===== src/rtl/coap_pkg.sv =====
package coap_pkg;

    localparam int unsigned DATA_W     = 8;
    localparam int unsigned TKL_W      = 4;
    localparam int unsigned OPT_LEN_W  = 17;
    localparam int unsigned OPT_CNT_W  = 8;
    localparam int unsigned PAY_LEN_W  = 16;
    localparam int unsigned KIND_W     = 3;
    localparam int unsigned TYPE_W     = 2;
    localparam int unsigned MID_W      = 16;
    localparam int unsigned OPT_NUM_W  = 16;
    localparam int unsigned STATUS_W   = 2;
    localparam int unsigned APB_DATA_W = 32;
    localparam int unsigned APB_ADDR_W = 4;

    localparam logic [TKL_W-1:0]     MAX_TKL_RST       = 4'd8;
    localparam logic [OPT_LEN_W-1:0] MAX_OPT_LEN_RST   = 17'd1034;
    localparam logic [OPT_CNT_W-1:0] MAX_OPT_CNT_RST   = 8'd16;
    localparam logic [PAY_LEN_W-1:0] MAX_PAY_LEN_RST   = 16'd1024;

    localparam logic [1:0] REG_MAX_TKL     = 2'd0;
    localparam logic [1:0] REG_MAX_OPT_LEN = 2'd1;
    localparam logic [1:0] REG_MAX_OPT_CNT = 2'd2;
    localparam logic [1:0] REG_MAX_PAY_LEN = 2'd3;

    localparam logic [KIND_W-1:0] KIND_NONE      = 3'd0;
    localparam logic [KIND_W-1:0] KIND_HEADER    = 3'd1;
    localparam logic [KIND_W-1:0] KIND_TOKEN     = 3'd2;
    localparam logic [KIND_W-1:0] KIND_OPT_START = 3'd3;
    localparam logic [KIND_W-1:0] KIND_OPT_BYTE  = 3'd4;
    localparam logic [KIND_W-1:0] KIND_PAYLOAD   = 3'd5;

    localparam logic [STATUS_W-1:0] ST_OK        = 2'd0;
    localparam logic [STATUS_W-1:0] ST_HEADER    = 2'd1;
    localparam logic [STATUS_W-1:0] ST_MALFORMED = 2'd2;
    localparam logic [STATUS_W-1:0] ST_OPTION    = 2'd3;

    localparam logic [1:0]        PROTO_VER      = 2'd1;
    localparam logic [TKL_W-1:0]  TKL_LIMIT      = 4'd8;
    localparam logic [3:0]        NIB_EXT8       = 4'd13;
    localparam logic [3:0]        NIB_EXT16      = 4'd14;
    localparam logic [3:0]        NIB_RESERVED   = 4'd15;
    localparam logic [7:0]        PAYLOAD_MARKER = 8'hFF;
    localparam logic [OPT_LEN_W-1:0] EXT8_OFFSET  = 17'd13;
    localparam logic [OPT_LEN_W-1:0] EXT16_OFFSET = 17'd269;
    localparam logic [OPT_NUM_W:0]   OPT_NUM_MAX  = 17'h0FFFF;

    typedef enum logic [3:0] {
        PH_H0,
        PH_H1,
        PH_H2,
        PH_H3,
        PH_TOKEN,
        PH_OPT,
        PH_DEXT1,
        PH_DEXT2,
        PH_LEXT1,
        PH_LEXT2,
        PH_VALUE,
        PH_PAYLOAD,
        PH_ERROR
    } phase_t;

endpackage


===== src/rtl/coap_message_stream_decoder_core.sv =====
// channel   | direction | ports                               | accepted when
// ----------+-----------+-------------------------------------+------------------------
// request   | in        | s_valid/s_ready, s_data_byte, ...   | s_valid && s_ready
// result    | out       | m_valid/m_ready, m_item_kind, ...   | m_valid && m_ready
// config    | in        | psel/penable/pwrite/paddr/pwdata    | psel && penable && pwrite
//
// one request per cycle while s_ready is high, result valid in the cycle after acceptance (single output register)
// parse state and result register updated together at the accepting edge
// s_ready is high whenever the output register is empty or being drained
// aresetn is synchronous, active low; clears parse state and loads register defaults
module coap_message_stream_decoder_core (
    input  logic                                aclk,
    input  logic                                aresetn,
    input  logic                                s_valid,
    output logic                                s_ready,
    input  logic [coap_pkg::DATA_W-1:0]         s_data_byte,
    input  logic                                s_last_byte,
    output logic                                m_valid,
    input  logic                                m_ready,
    output logic [coap_pkg::KIND_W-1:0]         m_item_kind,
    output logic [coap_pkg::TYPE_W-1:0]         m_msg_type,
    output logic [coap_pkg::TKL_W-1:0]          m_tok_len,
    output logic [coap_pkg::DATA_W-1:0]         m_msg_code,
    output logic [coap_pkg::MID_W-1:0]          m_msg_id,
    output logic [coap_pkg::OPT_NUM_W-1:0]      m_opt_num,
    output logic [coap_pkg::OPT_LEN_W-1:0]      m_option_length,
    output logic [coap_pkg::DATA_W-1:0]         m_value_byte,
    output logic [coap_pkg::STATUS_W-1:0]       m_status,
    output logic                                m_done_res,
    input  logic                                psel,
    input  logic                                penable,
    input  logic                                pwrite,
    input  logic [coap_pkg::APB_ADDR_W-1:0]     paddr,
    input  logic [coap_pkg::APB_DATA_W-1:0]     pwdata,
    output logic [coap_pkg::APB_DATA_W-1:0]     prdata,
    output logic                                pready
);
    import coap_pkg::*;

    logic [TKL_W-1:0]     max_tkl_reg;
    logic [OPT_LEN_W-1:0] max_opt_len_reg;
    logic [OPT_CNT_W-1:0] max_opt_cnt_reg;
    logic [PAY_LEN_W-1:0] max_pay_len_reg;

    phase_t               phase_reg, phase_next;
    logic [OPT_LEN_W-1:0] byte_count_reg, byte_count_next;
    logic [23:0]          header_reg, header_next;
    logic [OPT_NUM_W-1:0] last_num_reg, last_num_next;
    logic [3:0]           dnib_reg, dnib_next;
    logic [3:0]           lnib_reg, lnib_next;
    logic [7:0]           ext_reg, ext_next;
    logic [OPT_LEN_W-1:0] delta_reg, delta_next;
    logic [OPT_LEN_W-1:0] remain_reg, remain_next;
    logic [OPT_CNT_W-1:0] tally_reg, tally_next;
    logic [STATUS_W-1:0]  err_reg, err_next;

    logic                 m_valid_reg;
    logic [KIND_W-1:0]    kind_reg, kind_next;
    logic [TYPE_W-1:0]    type_reg, type_next;
    logic [TKL_W-1:0]     tkl_reg, tkl_next;
    logic [DATA_W-1:0]    code_reg, code_next;
    logic [MID_W-1:0]     mid_reg, mid_next;
    logic [OPT_NUM_W-1:0] onum_reg, onum_next;
    logic [OPT_LEN_W-1:0] olen_reg, olen_next;
    logic [DATA_W-1:0]    vbyte_reg, vbyte_next;
    logic [STATUS_W-1:0]  status_reg, status_next;
    logic                 done_reg, done_next;

    logic                 in_acc;
    logic                 cfg_wr;

    logic [7:0]           b0;
    logic [TKL_W-1:0]     tkl;
    logic                 do_len;
    logic [3:0]           len_nib;
    logic                 do_fin;
    logic [OPT_LEN_W-1:0] fin_len;
    logic [OPT_NUM_W+1:0] fin_num;

    assign in_acc  = s_valid && s_ready;
    assign s_ready = !m_valid_reg || m_ready;
    assign cfg_wr  = psel && penable && pwrite;
    assign pready  = 1'b1;

    always_comb begin
        case (paddr[3:2])
            REG_MAX_TKL:     prdata = {{(APB_DATA_W-TKL_W){1'b0}}, max_tkl_reg};
            REG_MAX_OPT_LEN: prdata = {{(APB_DATA_W-OPT_LEN_W){1'b0}}, max_opt_len_reg};
            REG_MAX_OPT_CNT: prdata = {{(APB_DATA_W-OPT_CNT_W){1'b0}}, max_opt_cnt_reg};
            REG_MAX_PAY_LEN: prdata = {{(APB_DATA_W-PAY_LEN_W){1'b0}}, max_pay_len_reg};
            default:         prdata = '0;
        endcase
    end

    always_ff @(posedge aclk) begin
        if (!aresetn) begin
            max_tkl_reg     <= MAX_TKL_RST;
            max_opt_len_reg <= MAX_OPT_LEN_RST;
            max_opt_cnt_reg <= MAX_OPT_CNT_RST;
            max_pay_len_reg <= MAX_PAY_LEN_RST;
        end else if (cfg_wr) begin
            case (paddr[3:2])
                REG_MAX_TKL:     max_tkl_reg     <= pwdata[TKL_W-1:0];
                REG_MAX_OPT_LEN: max_opt_len_reg <= pwdata[OPT_LEN_W-1:0];
                REG_MAX_OPT_CNT: max_opt_cnt_reg <= pwdata[OPT_CNT_W-1:0];
                REG_MAX_PAY_LEN: max_pay_len_reg <= pwdata[PAY_LEN_W-1:0];
                default: ;
            endcase
        end
    end

    always_comb begin
        phase_next      = phase_reg;
        byte_count_next = byte_count_reg;
        header_next     = header_reg;
        last_num_next   = last_num_reg;
        dnib_next       = dnib_reg;
        lnib_next       = lnib_reg;
        ext_next        = ext_reg;
        delta_next      = delta_reg;
        remain_next     = remain_reg;
        tally_next      = tally_reg;
        err_next        = err_reg;

        kind_next   = KIND_NONE;
        type_next   = '0;
        tkl_next    = '0;
        code_next   = '0;
        mid_next    = '0;
        onum_next   = '0;
        olen_next   = '0;
        vbyte_next  = '0;
        status_next = ST_OK;
        done_next   = 1'b0;

        b0      = header_reg[23:16];
        tkl     = b0[3:0];
        do_len  = 1'b0;
        len_nib = lnib_reg;
        do_fin  = 1'b0;
        fin_len = '0;

        case (phase_reg)
            PH_H0: begin
                header_next = {s_data_byte, 16'h0000};
                phase_next  = PH_H1;
            end
            PH_H1: begin
                header_next = {header_reg[23:16], s_data_byte, 8'h00};
                phase_next  = PH_H2;
            end
            PH_H2: begin
                header_next = {header_reg[23:8], s_data_byte};
                phase_next  = PH_H3;
            end
            PH_H3: begin
                if (b0[7:6] != PROTO_VER || tkl > TKL_LIMIT || tkl > max_tkl_reg) begin
                    err_next   = ST_HEADER;
                    phase_next = PH_ERROR;
                end else begin
                    kind_next   = KIND_HEADER;
                    type_next   = b0[5:4];
                    tkl_next    = tkl;
                    code_next   = header_reg[15:8];
                    mid_next    = {header_reg[7:0], s_data_byte};
                    remain_next = {{(OPT_LEN_W-TKL_W){1'b0}}, tkl};
                    phase_next  = (tkl != '0) ? PH_TOKEN : PH_OPT;
                end
            end
            PH_TOKEN, PH_VALUE: begin
                kind_next   = (phase_reg == PH_TOKEN) ? KIND_TOKEN : KIND_OPT_BYTE;
                vbyte_next  = s_data_byte;
                remain_next = remain_reg - 1'b1;
                if (remain_next == '0) begin
                    phase_next = PH_OPT;
                end
            end
            PH_OPT: begin
                if (s_data_byte == PAYLOAD_MARKER) begin
                    byte_count_next = '0;
                    phase_next      = PH_PAYLOAD;
                end else begin
                    dnib_next = s_data_byte[7:4];
                    lnib_next = s_data_byte[3:0];
                    if (s_data_byte[7:4] == NIB_RESERVED || s_data_byte[3:0] == NIB_RESERVED) begin
                        err_next   = ST_MALFORMED;
                        phase_next = PH_ERROR;
                    end else if (s_data_byte[7:4] == NIB_EXT8 ||
                                 s_data_byte[7:4] == NIB_EXT16) begin
                        phase_next = PH_DEXT1;
                    end else begin
                        delta_next = {{(OPT_LEN_W-4){1'b0}}, s_data_byte[7:4]};
                        do_len     = 1'b1;
                        len_nib    = s_data_byte[3:0];
                    end
                end
            end
            PH_DEXT1: begin
                if (dnib_reg == NIB_EXT8) begin
                    delta_next = EXT8_OFFSET + {{(OPT_LEN_W-8){1'b0}}, s_data_byte};
                    do_len     = 1'b1;
                end else begin
                    ext_next   = s_data_byte;
                    phase_next = PH_DEXT2;
                end
            end
            PH_DEXT2: begin
                delta_next = EXT16_OFFSET + {1'b0, ext_reg, s_data_byte};
                do_len     = 1'b1;
            end
            PH_LEXT1: begin
                if (lnib_reg == NIB_EXT8) begin
                    do_fin  = 1'b1;
                    fin_len = EXT8_OFFSET + {{(OPT_LEN_W-8){1'b0}}, s_data_byte};
                end else begin
                    ext_next   = s_data_byte;
                    phase_next = PH_LEXT2;
                end
            end
            PH_LEXT2: begin
                do_fin  = 1'b1;
                fin_len = EXT16_OFFSET + {1'b0, ext_reg, s_data_byte};
            end
            PH_PAYLOAD: begin
                byte_count_next = byte_count_reg + 1'b1;
                if (byte_count_next > {1'b0, max_pay_len_reg}) begin
                    err_next   = ST_MALFORMED;
                    phase_next = PH_ERROR;
                end else begin
                    kind_next  = KIND_PAYLOAD;
                    vbyte_next = s_data_byte;
                end
            end
            default: begin
                phase_next = PH_ERROR;
            end
        endcase

        if (do_len) begin
            if (len_nib == NIB_EXT8 || len_nib == NIB_EXT16) begin
                phase_next = PH_LEXT1;
            end else begin
                do_fin  = 1'b1;
                fin_len = {{(OPT_LEN_W-4){1'b0}}, len_nib};
            end
        end

        fin_num = {2'b00, last_num_reg} + {1'b0, delta_next};

        if (do_fin) begin
            if (fin_len > max_opt_len_reg || fin_num > OPT_NUM_MAX ||
                tally_reg >= max_opt_cnt_reg) begin
                err_next   = ST_OPTION;
                phase_next = PH_ERROR;
            end else begin
                tally_next    = tally_reg + 1'b1;
                last_num_next = fin_num[OPT_NUM_W-1:0];
                kind_next     = KIND_OPT_START;
                onum_next     = fin_num[OPT_NUM_W-1:0];
                olen_next     = fin_len;
                if (fin_len != '0) begin
                    remain_next = fin_len;
                    phase_next  = PH_VALUE;
                end else begin
                    phase_next = PH_OPT;
                end
            end
        end

        if (s_last_byte) begin
            done_next = 1'b1;
            if (phase_next == PH_ERROR) begin
                status_next = err_next;
            end else if (phase_next == PH_OPT ||
                         (phase_next == PH_PAYLOAD && byte_count_next != '0)) begin
                status_next = ST_OK;
            end else begin
                status_next = ST_MALFORMED;
            end
            phase_next      = PH_H0;
            byte_count_next = '0;
            header_next     = '0;
            last_num_next   = '0;
            dnib_next       = '0;
            lnib_next       = '0;
            ext_next        = '0;
            delta_next      = '0;
            remain_next     = '0;
            tally_next      = '0;
            err_next        = ST_OK;
        end
    end

    always_ff @(posedge aclk) begin
        if (!aresetn) begin
            phase_reg      <= PH_H0;
            byte_count_reg <= '0;
            header_reg     <= '0;
            last_num_reg   <= '0;
            dnib_reg       <= '0;
            lnib_reg       <= '0;
            ext_reg        <= '0;
            delta_reg      <= '0;
            remain_reg     <= '0;
            tally_reg      <= '0;
            err_reg        <= ST_OK;
        end else if (in_acc) begin
            phase_reg      <= phase_next;
            byte_count_reg <= byte_count_next;
            header_reg     <= header_next;
            last_num_reg   <= last_num_next;
            dnib_reg       <= dnib_next;
            lnib_reg       <= lnib_next;
            ext_reg        <= ext_next;
            delta_reg      <= delta_next;
            remain_reg     <= remain_next;
            tally_reg      <= tally_next;
            err_reg        <= err_next;
        end
    end

    always_ff @(posedge aclk) begin
        if (!aresetn) begin
            m_valid_reg <= 1'b0;
        end else if (in_acc) begin
            m_valid_reg <= 1'b1;
        end else if (m_ready) begin
            m_valid_reg <= 1'b0;
        end
    end

    always_ff @(posedge aclk) begin
        if (in_acc) begin
            kind_reg   <= kind_next;
            type_reg   <= type_next;
            tkl_reg    <= tkl_next;
            code_reg   <= code_next;
            mid_reg    <= mid_next;
            onum_reg   <= onum_next;
            olen_reg   <= olen_next;
            vbyte_reg  <= vbyte_next;
            status_reg <= status_next;
            done_reg   <= done_next;
        end
    end

    assign m_valid         = m_valid_reg;
    assign m_item_kind     = kind_reg;
    assign m_msg_type      = type_reg;
    assign m_tok_len       = tkl_reg;
    assign m_msg_code      = code_reg;
    assign m_msg_id        = mid_reg;
    assign m_opt_num       = onum_reg;
    assign m_option_length = olen_reg;
    assign m_value_byte    = vbyte_reg;
    assign m_status        = status_reg;
    assign m_done_res      = done_reg;

endmodule


===== config.mk =====
export PLATFORM = sky130hd
export DESIGN_NAME = coap_message_stream_decoder_core
export DESIGN_NICKNAME = d
export VERILOG_FILES = /design/src/rtl/coap_pkg.sv /design/src/rtl/coap_message_stream_decoder_core.sv
export SDC_FILE = /design/constraint.sdc
export NUM_CORES = 1
export LEC_CHECK = 0
export BUFFER_PORTS_ARGS = -buffer_cell sky130_fd_sc_hd__buf_4
export CAP_MARGIN = 25
export CORE_MARGIN = 3
export CORE_UTILIZATION = 38
export CTS_BUF_LIST = sky130_fd_sc_hd__clkbuf_4 sky130_fd_sc_hd__clkbuf_8 sky130_fd_sc_hd__clkbuf_16
export CTS_CLUSTER_DIAMETER = 30
export DETAILED_ROUTE_END_ITERATION = 6
export PLACE_DENSITY = 0.56
export SYNTH_ARGS = -nofsm -noshare
export SYNTH_HDL_FRONTEND = slang
export SYNTH_SLANG_ARGS = --single-unit

===== constraint.sdc =====
create_clock -name aclk -period 5.9 [get_ports aclk]
set_clock_uncertainty 0.2 [all_clocks]
set_input_delay 1.18 -clock aclk [delete_from_list [all_inputs] [get_ports aclk]]
set_output_delay 1.18 -clock aclk [all_outputs]
set_load 0.03 [all_outputs]

==> reports/metrics.csv <==
stage;metric;value;unit
worst_setup_path;path_class;input port to flop;
timing;period_needed;5.43;ns
yosys;yosysMostFrequentCell;nand2_1;
clock_tree;clkSinkCount;244;
timing;max_freq;184;MHz
global_routing;antenna_found_initial;0;
hold_path;holdPathStages;2;
placement;io_buffers;130;
detailed_routing;antenna_left;0;
detailed_routing;viasPerCell;5.48;
timing;tightestPinTransition;1.06;ns
placement;hpwl;34.0;mm
global_routing;grt_pass1_vias;12900;
floorplanning;start_util;39.0;%
pwr;ir_worst_vdd;0.187;mV
clock_tree;cts_hold_buf;0;
worst_setup_path;critPathLaunchType;input port;
placement;routabilityCongestion;0.923;
detailed_routing;routedWlPerCell;19.4;um
global_routing;grt_max_degree;92;
yosys;synth_common_cells;nand2_1, dfxtp_1, nor2b_1;
yosys;ys_seq_area_share;37.9;%
finish;synthToLayoutAreaGrowth;27.0;%
floorplanning;die_x;204;um
worst_setup_path;crit_required;6.01;ns
timing;relSlewSlack;28.6;%
finish;largest_register_ffs;24;
pwr;power_density;313;nW/um2
worst_setup_path;path_max_fanout;8;
timing;holdWs;0.261;ns
timing;slew_violations;0;
yosys;synth.distinct_cells;98;
detailed_routing;wirelength;47.4;mm
clock_tree;post_cts_buffers;0;
clock_tree;ctsResizeCount;0;
yosys;syn_area;14900;um2
yosys;synth.top_cell.area_share;22.4;%
pwr;power_leakage;7.41;nW
floorplanning;io_pins;164;
floorplanning;die_y;204;um
clock_tree;clkTransAtPathRegs;0.05;ns
yosys;ys_warn_count;0;
global_routing;grt_pass1_wl;73.6;mm
yosys;synth_ff_type;dfxtp_1;
global_routing;overflow;0;
timing;final.period_utilization;92.0;%
yosys;ys_top_cells_by_area;dfxtp_1, edfxtp_1, ha_1;
yosys;synth_cells;1726;
worst_setup_path;worstPathArrival;5.54;ns
detailed_routing;dr_total_vias;13400;
hold_path;hp-class;flop to flop;
placement;placed_cell_area;16600;um2
hold_path;min_from;last_num_reg[14];
clock_tree;clk_path_buf_depth;3;
floorplanning;die_area;41600;um2
finish;nNetsFinal;2003;
clock_tree;htreeDepth;2;
finish;final_cell_area;18900;um2
detailed_routing;drcViolationCount;0;
worst_setup_path;endpoint_kind;flop;
detailed_routing;dr.pass1.iters;5;
timing;hold_viol;0;
detailed_routing;dr.first_iter.drc_count;1104;
timing;final.setup.tns;0;ns
yosys;synth.largest_area_cell;dfxtp_1;
worst_setup_path;worstRegToRegCells;17;
clock_tree;numCtsBuffers;61;
floorplanning;rows;71;
clock_tree;cts_tree;built;
clock_tree;clk_latency;0.60;ns
worst_setup_path;r2r-start;phase_reg[2];
finish;drive_above_1_share;19.2;%
global_routing;grt_use_total;22.3;%
status;status;completed;
yosys;ys_ff_latch;244;
flow_run;maxCapViolations;0;
yosys;async_flop_share;0;%
yosys;synth-edff-count;77;
clock_tree;ctsRootBufferMaster;clkbuf_16;
yosys;synth.avg_cell_area;8.64;um2
finish;fill_cells;3609;
worst_setup_path;cp-startpoint;s_data_byte[0];
timing;rsz0062_at_grt;false;
timing;setup_viol;0;
floorplanning;core;38200;um2
finish;antenna_cells;0;
-- where the power goes --
group	switching, mW	internal, mW
Clock	1.09	2.71
Combinational	0.236	0.109
Sequential	0.0168	1.77
-- area by class of cell --
type	instances	area [um2]	share of cell area, %
multi-input cells	1294	8410	44.4
inverters	75	284	1.50
clock inverters	48	762	4.02
clock buffers	68	1600	8.46
well taps	511	639	3.38
flip-flops and latches	244	5660	29.9
repair buffers	208	1590	8.38
-- stage by stage --
step	cells	worst slack, ns	power, mW	utilization, %
2_1_floorplan	1740	0.0836	2.03	-
3_3_place_gp	2331	-0.0108	2.16	43.4
3_5_place_dp	2331	-0.0847	2.16	43.4
4_1_cts	2447	0.521	5.98	49.6
5_1_grt	2448	0.315	6.11	49.6
6_report	2448	0.474	5.93	49.6
-- critical path, cell delays in order --
cell,delay [ns]
buf_4,0.12
ha_1,0.31
and3_1,0.30
nor2_1,0.27
a21boi_4,0.14
a221o_1,0.41
ha_1,0.25
fa_1,0.42
a211oi_1,0.27
nor2_1,0.10
a21oi_1,0.17
buf_4,0.14
o21ba_2,0.18
nor4_4,0.06
buf_4,0.17
o211ai_2,0.41
nand2_1,0.18
a2111oi_2,0.36
a2111oi_2,0.09
-- logic make-up after synthesis --
logic type / Yosys count / synth area share [%]
adder cells (fa/ha/maj): 67 / 5.67
XOR/XNOR: 35 / 2.11
AND/OR/NAND/NOR: 682 / 24.5
flip-flops: 244 / 37.9
buffers and inverters: 202 / 6.02
other: 2 / 0.0504
multiplexers: 34 / 2.63
AO/OA/AOI/OAI: 460 / 21.1
-- path summary, 6_finish.rpt --
path	end	slack [ns]
max reg2reg	m_status[1]	0.70
max	m_status[1]	0.47
min reg2reg	last_num_reg[14]	0.26
min	last_num_reg[14]	0.26
-- placed cells by master (no fill, tap or decap), types with 16 or more instances in the layout --
| cell | netlist | final |
|---|---|---|
| nand4_1 | 16 | 16 |
| conb_1 | 2 | 16 |
| nand2_1 | 172 | 172 |
| clkbuf_16 | 0 | 62 |
| buf_4 | 19 | 206 |
| o21ai_0 | 73 | 73 |
| dfxtp_1 | 167 | 167 |
| a21boi_0 | 35 | 35 |
| a22o_1 | 19 | 19 |
| a21oi_1 | 107 | 107 |
| edfxtp_1 | 77 | 77 |
| mux2i_1 | 29 | 29 |
| nor3_1 | 66 | 66 |
| xnor2_1 | 21 | 21 |
| nor2b_1 | 115 | 115 |
| bufinv_16 | 0 | 17 |
| inv_1 | 75 | 74 |
| nor2_1 | 100 | 100 |
| ha_1 | 66 | 66 |
| a22oi_1 | 56 | 56 |
| nand3_1 | 38 | 38 |
| and2_1 | 68 | 68 |
-- metal layers --
layer  track usage, %  vias to the layer above  wire (um)
li1                 -                     6528          -
met5                0                        -          0
met2             36.7                      390      22400
met4             7.52                        0       1280
met1             30.1                     6419      21300
met3             3.06                       79       2490
Note: power is estimated with default switching activity, not from simulation.
